<file path="config.mk">
export PLATFORM = sky130hd
export DESIGN_NAME = bmf_cell_row
export DESIGN_NICKNAME = d
export VERILOG_FILES = /design/src/hdl/box_mean_filter_macros.svh /design/src/hdl/bmf_pkg.sv /design/src/hdl/bmf_cell.sv /design/src/hdl/bmf_cell_row.sv
export SDC_FILE = /design/constraint.sdc
export NUM_CORES = 1
export LEC_CHECK = 0
export BUFFER_PORTS_ARGS = -buffer_cell sky130_fd_sc_hd__buf_4
export CORE_UTILIZATION = 45
export CTS_CLUSTER_SIZE = 28
export DETAILED_ROUTE_END_ITERATION = 7
export SLEW_MARGIN = 20
export SYNTH_ARGS = -nofsm -noshare
export SYNTH_HDL_FRONTEND = slang
export SYNTH_SLANG_ARGS = --single-unit
</file>
<file path="constraint.sdc">
create_clock -name aclk -period 4.8 [get_ports aclk]
set_input_delay 0.24 -clock aclk [delete_from_list [all_inputs] [get_ports aclk]]
set_output_delay 0.24 -clock aclk [all_outputs]
set_load 0.02 [all_outputs]
</file>
<file path="src/hdl/box_mean_filter_macros.svh">
// Assertion macros used by the box mean filter top level
`ifndef BOX_MEAN_FILTER_MACROS_SVH
`define BOX_MEAN_FILTER_MACROS_SVH

// Consequent checked in the same cycle as the antecedent.
`define BMF_ASSERT_SAME(label, clk, rstn, ante, cons, msg) \
    label: assert property (@(posedge clk) disable iff (!rstn) (ante) |-> (cons)) \
        else $error(msg);

// Consequent checked in the cycle after the antecedent.
`define BMF_ASSERT_NEXT(label, clk, rstn, ante, cons, msg) \
    label: assert property (@(posedge clk) disable iff (!rstn) (ante) |=> (cons)) \
        else $error(msg);

`endif

</file>
<file path="src/hdl/bmf_pkg.sv">
// Types, constants and the reciprocal table of the box mean filter
package bmf_pkg;

    localparam int PIX_W        = 8;
    localparam int CFG_WIDTH_W  = 11;
    localparam int CFG_HEIGHT_W = 13;
    localparam int CFG_RADIUS_W = 3;
    localparam int CFG_IDX_W    = 2;
    localparam int CFG_DATA_W   = 13;

    localparam logic [CFG_IDX_W-1:0] CFG_IMAGE_WIDTH   = 2'd0;
    localparam logic [CFG_IDX_W-1:0] CFG_IMAGE_HEIGHT  = 2'd1;
    localparam logic [CFG_IDX_W-1:0] CFG_WINDOW_RADIUS = 2'd2;

    // 9 samples of 255 per column, 81 per window
    localparam int COLSUM_W    = 12;
    localparam int WINSUM_W    = 15;
    localparam int RECIP_W     = 19;
    localparam int RECIP_SHIFT = 22;
    localparam int PROD_W      = WINSUM_W + RECIP_W;

    typedef logic [PIX_W-1:0]        pixel_t;
    typedef logic [COLSUM_W-1:0]     colsum_t;
    typedef logic [WINSUM_W-1:0]     winsum_t;
    typedef logic [CFG_RADIUS_W-1:0] radius_t;

    typedef struct packed {
        logic clear;
        logic shift;
    } row_ctrl_t;

    // ceil(2^22 / N^2): exact floor division for any window sum below 2^15
    function automatic logic [RECIP_W-1:0] recip_mult(input radius_t r);
        logic [RECIP_W-1:0] m;
        unique case (r)
            3'd1:    m = 19'd466034;
            3'd2:    m = 19'd167773;
            3'd3:    m = 19'd85599;
            3'd4:    m = 19'd51782;
            default: m = 19'd466034;
        endcase
        return m;
    endfunction

endpackage

</file>
<file path="src/hdl/bmf_cell.sv">
// One column-sum cell of the horizontal window chain
module bmf_cell (
    input  logic               aclk,
    input  bmf_pkg::row_ctrl_t ctrl,
    input  bmf_pkg::colsum_t   din,
    output bmf_pkg::colsum_t   dout
);

    bmf_pkg::colsum_t q_reg;
    bmf_pkg::colsum_t q_next;

    always_comb begin
        q_next = q_reg;
        if (ctrl.clear) begin
            q_next = '0;
        end else if (ctrl.shift) begin
            q_next = din;
        end
    end

    always_ff @(posedge aclk) begin
        q_reg <= q_next;
    end

    assign dout = q_reg;

endmodule

</file>
<file path="src/hdl/bmf_cell_row.sv">
// Row of column-sum cells with a running window sum
module bmf_cell_row #(
    parameter int CELLS = 9
) (
    input  logic               aclk,
    input  bmf_pkg::row_ctrl_t ctrl,
    input  bmf_pkg::radius_t   radius,
    input  bmf_pkg::colsum_t   col_sum,
    output bmf_pkg::winsum_t   win_sum
);

    localparam int CIW = $clog2(CELLS);

    bmf_pkg::colsum_t cell_q [CELLS];
    bmf_pkg::colsum_t leave;
    bmf_pkg::winsum_t win_sum_reg;
    bmf_pkg::winsum_t win_sum_next;

    genvar i;
    generate
        for (i = 0; i < CELLS; i++) begin : g_cell
            if (i == 0) begin : g_head
                bmf_cell u_cell (
                    .aclk (aclk),
                    .ctrl (ctrl),
                    .din  (col_sum),
                    .dout (cell_q[i])
                );
            end else begin : g_body
                bmf_cell u_cell (
                    .aclk (aclk),
                    .ctrl (ctrl),
                    .din  (cell_q[i-1]),
                    .dout (cell_q[i])
                );
            end
        end
    endgenerate

    // column that falls off the far edge of the window on a shift
    assign leave = cell_q[CIW'({radius, 1'b0})];

    always_comb begin
        win_sum_next = win_sum_reg;
        if (ctrl.clear) begin
            win_sum_next = '0;
        end else if (ctrl.shift) begin
            win_sum_next = win_sum_reg + bmf_pkg::WINSUM_W'(col_sum)
                         - bmf_pkg::WINSUM_W'(leave);
        end
    end

    always_ff @(posedge aclk) begin
        win_sum_reg <= win_sum_next;
    end

    assign win_sum = win_sum_reg;

endmodule

</file>
Word level (Yosys, flattened, before mapping). Index checks and enable logic that the tools add are counted.

Input bits: 18. Output and inout bits: 15. Word-level logic and storage cells: 17. Register bits: 123.

$add $sub $neg: 2. Bitwise logic cells: 1. Muxes and demuxes: 3. Order comparisons: 1.

Operator list (count): 12-bit binary-select mux with 4-bit select (1); 12-bit two-way mux (2); 15-bit by 12-bit adder with 15-bit output (1); 15-bit by 12-bit subtractor with 15-bit output (1); 5-bit >= comparator, second input constant (1); 4-bit inverter with 5-bit output (1).

Depth between registers and ports, before layout. Gate-level depths: netlist of run 1.

Word-level depth: 5. Depth in mapped cells: 16. Gate-level depth less buffers: 15.

Cells and area by module. From an unflattened synthesis of run 1, not the netlist that was laid out.

Cells, all modules: 624. Area total of the unflattened synthesis: 5929.4 µm².

Modules (own cells, without submodules): bmf_cell (times used 9, area an instance 420.4 µm², cells each 38); bmf_cell_row (times used 1, area an instance 2145.8 µm², cells each 282).

Worst setup path before layout of run 1. No wires, ideal clock.

Path type: input-to-reg. Start point: in radius[0]. End point: reg win_sum_reg[14], in the netlist win_sum[14]. Library setup time: 123 ps. Arrival time: 3538 ps. Stages on the path: 13. Path buffers: 2. Slack: 1139 ps. Path through: clkbuf_1 clkbuf_1 mux2i_1 o22ai_1 fa_1 inv_1 ha_1 a21o_1 a31o_1 a311o_1 a31oi_1 mux2i_1 mux2_1.

Cells in the longest elaborated chain, start to end: 5.

RTL lines: from (decl) (line bmf_cell_row.sv:7) `input bmf_pkg::radius_t radius,`; 4-bit inverter with 5-bit output (implied by the code) (line bmf_cell_row.sv:41) `assign leave = cell_q[CIW'({radius, 1'b0})];`; 12-bit binary-select mux with 4-bit select (line bmf_cell_row.sv:41); 12-bit two-way mux (implied by the code) (2 in series) (line bmf_cell_row.sv:41); 15-bit by 12-bit subtractor with 15-bit output (line bmf_cell_row.sv:49) `- bmf_pkg::WINSUM_W'(leave);`; to (signal assigned) (line bmf_cell_row.sv:54) `win_sum_reg <= win_sum_next;`; to (decl) (line bmf_cell_row.sv:16) `bmf_pkg::winsum_t win_sum_reg;`.

No other way between the ends. The select of a mux whose other input is x is not followed. A chain may end at the register's enable or synchronous reset.

Worst setup path in the final report of run 1. Same ends and word-level chain as after synthesis.

==> run summary, run 1 <==
Status - completed
Fillers - 1136
Synth cell types - 43
Hold Path Sink - g_cell[0].g_head.u_cell.dout[4]$_SDFFE_PP0P_
Reg2Reg Setup Slack - 1.44 ns
Hold_sp - col_sum[4]
Seq/Total Area, Yosys - 42.5%
Antenna violations before repair - 0
Core area - 12600 sq um
Setup Buffers After CTS - 0
RSZ-0062 raised after global routing - no
Clk sinks - 123
FMAX - 272 MHz
Max reg flops - 96
Longest Clk Path Bufs - 2
Final Skew - 0.00602 ns
Wire per inst - 13.9 microns
Std-Cell Rows - 41
Chip Height - 116 microns
DP Wirelength - 7630 microns
Min Hold Slack - 0.0771 ns
Starting Density - 46.2%
Post-Syn Area - 5800 sq um
Endpoints failing hold - 0
Post-synth EDFFs - 0
Initial drt markers - 268
Req. time, crit path - 5.10 ns
Peak supply drop - 232 uV
Port buffer count - 32
Via count - 4068
Mean cell area of the mapped netlist - 9.45 sq um
Total Routing Usage GR - 18.6%
Synth area leader - dfxtp_1
Worst slew pin tran - 1.11 ns
CTS tree - done
CTS H-tree lvls - 4
Top Usage Layer GRT - met1
Leak - 0.00316 uW
Ys flop type - dfxtp_1
Vias in the first global route - 3800
Residual DRC count - 0
Nets - 678
HP Class - in -> reg
Via density - 4.97
FF-to-FF path depth - 13
Met1 Use GR - 26.6%
Antenna Cells - 0
Synth cell count leaders - mux2i_1, nor2_1, dfxtp_1, inv_1
Met2 Use GR - 25.7%
Hold Path Cell Cnt - 3
Max-slew headroom - 26.3%
Largest net degree at the start of global routing - 98
Pwr dens - 511 nW/um^2
Die Width - 116 microns
YS warnings - 0
Reg2reg start - g_cell[8].g_body.u_cell.dout[7]$_SDFFE_PP0P_
CTS Buf Count - 17
CTS Hold Bufs - 0
Post-Route WL - 11400 microns
Async SR Flop Fraction - 0%
CP Class - in -> reg
Clock root buffer - clkbuf_16
# setup viols final - 0
Cts repair resizes - 0
GPL Wtd Cong - 0.872
Yosys reg bits - 123
Post-Synthesis Cells - 614
Layout cells sized above 1 - 11.1%
Max_cap viols - 0
WP data arrival - 3.97 ns
Setup TNS - 0 ns
M3 GR Usage - 5.33%
Area share of the largest cell type after synthesis - 42.5%
Clock latency on the worst-skew pair - 0.42 ns
Most frequent cell after synthesis - mux2i_1
Final ANT Viol Nets - 0
Syn Nets - 659
Finished Core Util - 54.2%
Final period utilization - 76.5%
Post-layout min period - 3.67 ns
Clock-pin slew on the worst setup and hold paths - 0.05 ns
CP Max Fanout - 25
Max-slew violation count - 0
Die area - 13300 sq um
Synth-to-layout area growth - 17.5%
Final design area excluding fillers - 6810 sq um
Crit Reg-Reg Endpoint - win_sum[14]$_SDFFE_PP0P_
First-pass GRT wire length - 19000 microns
Global route overflow - 0
Dominant cells by area after synthesis - dfxtp_1, mux2i_1, nor2_1
Worst setup EP type - flop
TritonRoute pass-1 iters - 4
I/O pin cnt - 33
CP startpoint kind - input pin
Post-DP Area - 6140 sq um
[cells in the final DEF (no fill, tap or decap), types with 5 or more instances in the layout]
cell and count:
dfxtp_1 123, o21ai_0 7, clkbuf_8 8, ha_1 15, nand2_1 6, buf_4 34, inv_1 52, a21o_1 6
mux2i_1 139, o22ai_1 13, nand2b_1 6, a21oi_1 22, fa_1 12, nor2_1 130, nand3_1 5, clkbuf_16 17
[worst max-delay path, cell delays in order]
cell and delay, ns:
buf_4 0.33, nor2b_1 0.60, a21oi_1 0.15, o22ai_1 0.24, fa_1 0.47, inv_1 0.07, ha_1 0.29, a21o_1 0.21
a31o_1 0.26, a311o_1 0.35, a31oi_1 0.21, mux2i_1 0.22, mux2_1 0.33
[per-stage QoR]
| step | power [uW] | std cells | setup slack [ns] |
|---|---|---|---|
| 2_1_floorplan | 1850 | 614 | 1.14 |
| 3_3_place_gp | 2050 | 786 | 0.902 |
| 3_5_place_dp | 2080 | 786 | 0.685 |
| 4_1_cts | 3510 | 818 | 1.12 |
| 5_1_grt | 3680 | 818 | 0.912 |
| 6_report | 3480 | 818 | 1.13 |
[where the power goes]
part / internal [uW] / switching [uW]
clock: 980 / 443
sequential: 1080 / 44.9
combinational: 417 / 518
[per-layer routing]
layer | routed length, microns | part of all wire, % | vias to the layer above
met5 | 0 | 0 | -
met4 | 195 | 1.7 | 0
met3 | 424 | 3.7 | 19
met2 | 4640 | 41 | 63
met1 | 6090 | 54 | 1880
li1 | - | - | 2106
[cell type report]
class	count	area, sq um	area share, %
clock inverter	5	125	1.84
timing repair buffer	35	267	3.91
inverter	52	195	2.87
multi-input combinational	404	3010	44.1
clock buffer	27	543	7.97
tap	172	215	3.16
sequential	123	2460	36.1
[kinds of logic (layout without fill, tap and decap cells)]
group,count (synthesis),in the layout,share of synthesized area (%)
adder cells (fa/ha/maj),27,27,7.38
XOR/XNOR,6,6,0.906
buffers and inverters,87,119,5.74
multiplexers,140,140,24.2
AND/OR/NAND/NOR,161,161,11.5
AO/OA/AOI/OAI,70,70,7.83
flip-flops,123,123,42.5
[worst max-delay path by stage]
stage,start,end,depth (start not counted)
after global routing,radius[0],win_sum[14]$_SDFFE_PP0P_,13
after detailed placement,radius[0],win_sum[14]$_SDFFE_PP0P_,13
after global placement,radius[0],win_sum[14]$_SDFFE_PP0P_,13
final,radius[0],win_sum[14]$_SDFFE_PP0P_,13
after CTS,radius[0],win_sum[14]$_SDFFE_PP0P_,13
after floorplan,radius[0],win_sum[14]$_SDFFE_PP0P_,13
Power figures use the tool's default switching activity.
==> run 2, diff against run 1 <==
clock period = 3.6 ns   (was 4.8 ns; I/O delays follow)
==> run 2 against run 1 <==
Effect of this change: final area rose by 0.31%; hold slack got worse by 0.052 ns; clock power rose by 25%; first-iteration DRC count fell by 6.7%; count of clock-buffer cells in the layout fell by 5; critical path depth did not move; combinational power rose by 36%; largest cell class unchanged; global-route usage rose by 0.72 points; via count rose by 3.5%; setup slack got worse by 0.81 ns; wire length rose by 6.1%; critical path type is now reg -> reg.
==> run summary, run 2 (synthesis results as in run 1) <==
First-pass GRT wire length - 19400 microns (+2.5%)
Port buffer count - 32 (unchanged)
Cts repair resizes - 0 (unchanged)
CP startpoint kind - flop
Peak supply drop - 295 uV (+27%)
WP data arrival - 3.58 ns (-0.39 ns)
CP Class - reg -> reg
Nets - 687 (+1.3%)
Via density - 5.10 (+2.6%)
Clock root buffer - clkbuf_16
Total Routing Usage GR - 19.3% (+0.72 points)
Max-slew violation count - 0 (unchanged)
Std-Cell Rows - 41 (unchanged)
Final Skew - 0.00503 ns (-0.000990 ns)
Global route overflow - 0 (unchanged)
GPL Wtd Cong - 0.859 (-1.5%)
M3 GR Usage - 4.71% (-0.63 points)
Reg2reg start - g_cell[0].g_head.u_cell.dout[7]$_SDFFE_PP0P_
Layout cells sized above 1 - 11.8% (+0.65 points)
Setup crit start - g_cell[0].g_head.u_cell.dout[7]$_SDFFE_PP0P_
Leak - 0.00318 uW (+0.43%)
Worst setup EP type - flop
Die area - 13300 sq um (unchanged)
Status - completed
HP Class - in -> reg
Commonest non-fill, non-tap cells in the layout - mux2i_1, nor2_1, dfxtp_1, inv_1, buf_4
Met1 Use GR - 26.7% (about the same)
Cell Chain, Critical Path - mux2i_1 -> nor2_1 -> a21oi_1 -> o22ai_1 -> fa_1 -> inv_1 -> ha_1 -> a21o_1 -> a31o_1 -> a311o_1 -> a31oi_1 -> mux2i_1 -> mux2_1
Met2 Use GR - 28.5% (+2.8 points)
Starting Density - 46.2% (unchanged)
Max reg flops - 96 (unchanged)
Chip Height - 116 microns (unchanged)
Fillers - 1148 (+1.1%)
CP dominant cell by count - mux2i_1
Residual DRC count - 0 (unchanged)
Via count - 4210 (+3.5%)
Max-slew headroom - 39.7% (+13 points)
Initial drt markers - 250 (-6.7%)
Wire per inst - 14.6 microns (+5.2%)
I/O pin cnt - 33 (unchanged)
FMAX - 305 MHz
Vias in the first global route - 3793 (-0.18%)
Antenna Cells - 0 (unchanged)
Top Usage Layer GRT - met2
Antenna violations before repair - 0 (unchanged)
Post-layout min period - 3.28 ns
Post-Route WL - 12000 microns (+6.1%)
Sequential Area - 2460 sq um (unchanged)
Hold_sp - col_sum[8]
Pwr dens - 664 nW/um^2 (+30%)
Slowest CP cell - fa_1
Clk sinks - 123 (unchanged)
Fin cells - 825 (+0.86%)
Largest net degree at the start of global routing - 89 (-9.2%)
Longest Clk Path Bufs - 2 (unchanged)
Endpoints failing hold - 0 (unchanged)
Worst slew pin tran - 0.905 ns (-0.201 ns)
CP Max Fanout - 6 (-76%)
CTS tree - done
Most common cell after layout, fill and taps aside - mux2i_1
TritonRoute pass-1 iters - 5 (+1)
Dpl cells - 794 (+1.0%)
CTS Buf Count - 17 (unchanged)
RSZ-0062 raised after global routing - no
Setup TNS - 0 ns (unchanged)
Final period utilization - 91.1%
Req. time, crit path - 3.90 ns (-1.20 ns)
Final ANT Viol Nets - 0 (unchanged)
Synth-to-layout area growth - 17.8%
CTS H-tree lvls - 4 (unchanged)
Core area - 12600 sq um (unchanged)
Clock-pin slew on the worst setup and hold paths - 0.05 ns (about the same)
Setup Buffers After CTS - 0 (unchanged)
Max_cap viols - 0 (unchanged)
Crit path largest cell delay - 0.49 ns (-0.11 ns)
Area of the multi-input gates - 3010 sq um (unchanged)
# setup viols final - 0 (unchanged)
DP Wirelength - 8350 microns (+9.4%)
Clock latency on the worst-skew pair - 0.41 ns (about the same)
Die Width - 116 microns (unchanged)
-- run 2: layout make-up --
class / count / share of cell area [%]
inverter: 52 / 2.86
clock buffer: 22 / 6.79
clock inverter: 8 / 2.09
multi-input combinational: 404 / 44.0
sequential: 123 / 36.0
timing repair buffer: 44 / 5.11
tap: 172 / 3.15
-- run 2: timing repair --
item	CTS	global route
hold endpoints to repair	1	0
hold buffers	1	0
setup endpoints to repair	0	0
-- run 2: worst paths after layout --
| path | end | slack (ns) | cells after the start |
|---|---|---|---|
| max | win_sum[14]$_SDFFE_PP0P_ | 0.32 | 13 |
| min | g_cell[0].g_head.u_cell.dout[8]$_SDFFE_PP0P_ | 0.03 | 3 |
| max reg2reg | win_sum[14]$_SDFFE_PP0P_ | 0.32 | 13 |
| min reg2reg | win_sum[6]$_SDFFE_PP0P_ | 0.49 | 2 |
-- run 2: metrics by stage --
step | hold slack (ns) | setup WS [ns] | util (%) | total power, uW | cell area, sq um
floorplan | 0.328 | 0.0650 | - | 2470 | 5800
global placement | 0.427 | 0.205 | 49.5 | 2770 | 6220
detailed placement | 0.431 | 0.158 | 49.5 | 2790 | 6220
CTS | 0.00810 | 0.332 | 54.4 | 4580 | 6830
global route | 0.0226 | 0.107 | 54.4 | 4800 | 6830
finish | 0.0252 | 0.320 | 54.4 | 4540 | 6830
-- run 2: power by group --
part | internal (uW) | switching (uW)
Combinational | 566 | 701
Clock | 1180 | 583
Sequential | 1440 | 66.1
Total | 3190 | 1350
-- run 2: critical path, delay by kind of cell (launching register included) --
family	cells	cell delay, ns
adders and majority gates	2	0.86
buffers and inverters	1	0.04
and+or+nand+nor	1	0.05
DFF	1	0.33
muxes	3	0.68
AOI/OAI and AO/OA	6	1.20
-- run 2: layer usage --
metal / vias to the layer above / part of all wire, %
met5: - / 0
met4: 0 / 2.0
met3: 17 / 3.4
li1: 2130 / -
met2: 70 / 43
met1: 1993 / 51
==> run 3, diff against run 2 <==
clock period = 3.5 ns   (was 3.6 ns; I/O delays follow)
==> run 3 against run 2 <==
Effect of this change: sequential cell count did not move; critical path type unchanged; critical path depth is the same; setup slack got worse by 0.10 ns; first-iteration DRC count increased by 11%; die area unchanged; highest routed layer unchanged; utilization stayed put.
==> run summary, run 3 (synthesis results as in run 1) <==
CTS Buf Count - 17 (unchanged)
CTS Hold Bufs - 1 (unchanged)
Setup crit start - g_cell[0].g_head.u_cell.dout[7]$_SDFFE_PP0P_
Max_cap viols - 0 (unchanged)
Endpoints failing hold - 0 (unchanged)
Core area - 12600 sq um (unchanged)
I/O pin cnt - 33 (unchanged)
Dpl ws - 0.112 ns (-0.0458 ns)
Pwr dens - 668 nW/um^2 (+0.56%)
Chip Height - 116 microns (unchanged)
Final Skew - 0.00658 ns (+0.00155 ns)
GPL Wtd Cong - 0.828 (-3.5%)
Std-Cell Rows - 41 (unchanged)
Post-Route WL - 11700 microns (-3.1%)
Min Hold Slack - 0.0189 ns (-0.00625 ns)
Clock root buffer - clkbuf_16
Max-slew headroom - 40.2% (+0.58 points)
Total power - 4570 uW (+0.56%)
Dpl cells - 797 (+0.38%)
CTS H-tree lvls - 4 (unchanged)
CP Class - reg -> reg
Setup Buffers After CTS - 0 (unchanged)
First-pass GRT wire length - 19200 microns (-1.2%)
Clk sinks - 123 (unchanged)
Die Width - 116 microns (unchanged)
FMAX - 305 MHz (-0.13%)
Longest Clk Path Bufs - 2 (unchanged)
Max reg flops - 96 (unchanged)
Starting Density - 46.2% (unchanged)
Total Routing Usage GR - 19.0% (-0.30 points)
Crit path largest cell delay - 0.49 ns (about the same)
Clock latency on the worst-skew pair - 0.41 ns (about the same)
Req. time, crit path - 3.80 ns (-0.10 ns)
Antenna Cells - 0 (unchanged)
Post-layout min period - 3.28 ns (+0.00427 ns)
TritonRoute pass-1 iters - 4 (-1)
Max-slew violation count - 0 (unchanged)
Largest net degree at the start of global routing - 86 (-3.4%)
RSZ-0062 raised after global routing - no
Port buffer count - 32 (unchanged)
Status - completed
Top delay family on crit path - compound AO/OA/AOI/OAI gates
Peak supply drop - 360 uV (+22%)
Via count - 4173 (-0.88%)
Worst setup EP type - flop
Hold_sp - col_sum[1]
CTS tree - done
Final period utilization - 93.8% (+2.7 points)
HP Class - in -> reg
WP data arrival - 3.59 ns (about the same)
CP bufs+invs - 1 (unchanged)
Global route overflow - 0 (unchanged)
Fin cells - 829 (+0.48%)
Worst slew pin tran - 0.897 ns (-0.00866 ns)
Layout cells sized above 1 - 12.2% (+0.38 points)
Leak - 0.00318 uW (about the same)
Die area - 13300 sq um (unchanged)
Via density - 5.03 (-1.4%)
Initial drt markers - 277 (+11%)
DP Wirelength - 7950 microns (-4.8%)
Setup TNS - 0 ns (unchanged)
Nets - 690 (+0.44%)
Vias in the first global route - 3832 (+1.0%)
Synth-to-layout area growth - 17.8% (unchanged)
Most common cell after layout, fill and taps aside - mux2i_1
Final ANT Viol Nets - 0 (unchanged)
CP startpoint kind - flop
Final WS setup - 0.216 ns (-0.104 ns)
Antenna violations before repair - 0 (unchanged)
# setup viols final - 0 (unchanged)
Commonest non-fill, non-tap cells in the layout - mux2i_1, nor2_1, dfxtp_1, inv_1, buf_4
Cts repair resizes - 0 (unchanged)
Clock-pin slew on the worst setup and hold paths - 0.06 ns (about the same)
CP dominant cell by count - mux2i_1
Slowest CP cell - fa_1
CP Max Fanout - 4 (-2)
Reg2reg start - g_cell[0].g_head.u_cell.dout[7]$_SDFFE_PP0P_
Residual DRC count - 0 (unchanged)
Cell Chain, Critical Path - mux2i_1 -> nor2_1 -> a21oi_1 -> o22ai_1 -> fa_1 -> inv_1 -> ha_1 -> a21o_1 -> a31o_1 -> a311o_1 -> a31oi_1 -> mux2i_1 -> mux2_1
Wire per inst - 14.1 microns (-3.6%)
## run 3: cell types whose count changed in the layout (fill, tap and decap cells not counted)
cell	previous run	this run
buf_12	1	2
buf_4	41	43
bufinv_16	4	2
clkbuf_1	3	4
clkbuf_8	2	3
clkinvlp_4	1	2
## run 3: final cells by class
class	count	area, sq um
fill	1163	5730
clock buffer	24	482
sequential	123	2460
clock inverter	7	90.1
multi-input combinational	404	3010
inverter	52	195
tap	172	215
timing repair buffer	47	384
## run 3: metal layers
layer  GRT usage, %  vias up  share of wire (%)
li1               -     2127                  -
met1           27.1     1954                 52
met2           26.9       65                 42
met3           4.55       27                3.5
met4           9.35        0                2.3
met5              0        -                  0
## run 3: report_power, final
group / total, uW / internal [uW] / switching [uW]
combinational: 1320 / 602 / 717
clock: 1700 / 1100 / 604
sequential: 1550 / 1480 / 64.0
## run 3: worst paths after layout
| kind | slack (ns) | depth (start not counted) | to |
|---|---|---|---|
| hold / removal | 0.02 | 3 | g_cell[0].g_head.u_cell.dout[1]$_SDFFE_PP0P_ |
| setup reg to reg | 0.22 | 13 | win_sum[14]$_SDFFE_PP0P_ |
| setup / recovery | 0.22 | 13 | win_sum[14]$_SDFFE_PP0P_ |
| hold reg to reg | 0.49 | 2 | g_cell[8].g_body.u_cell.dout[10]$_SDFFE_PP0P_ |
## run 3: worst min-delay path, stage by stage
cell	delay, ns
buf_4	0.09
mux2i_1	0.06
nor2_1	0.07
## run 3: metrics by stage
step                      instance area (sq um)  util (%)
after floorplan                            5800         -
after global placement                     6250      49.7
after detailed placement                   6250      49.7
after CTS                                  6830      54.4
after global routing                       6830      54.4
final                                      6830      54.4
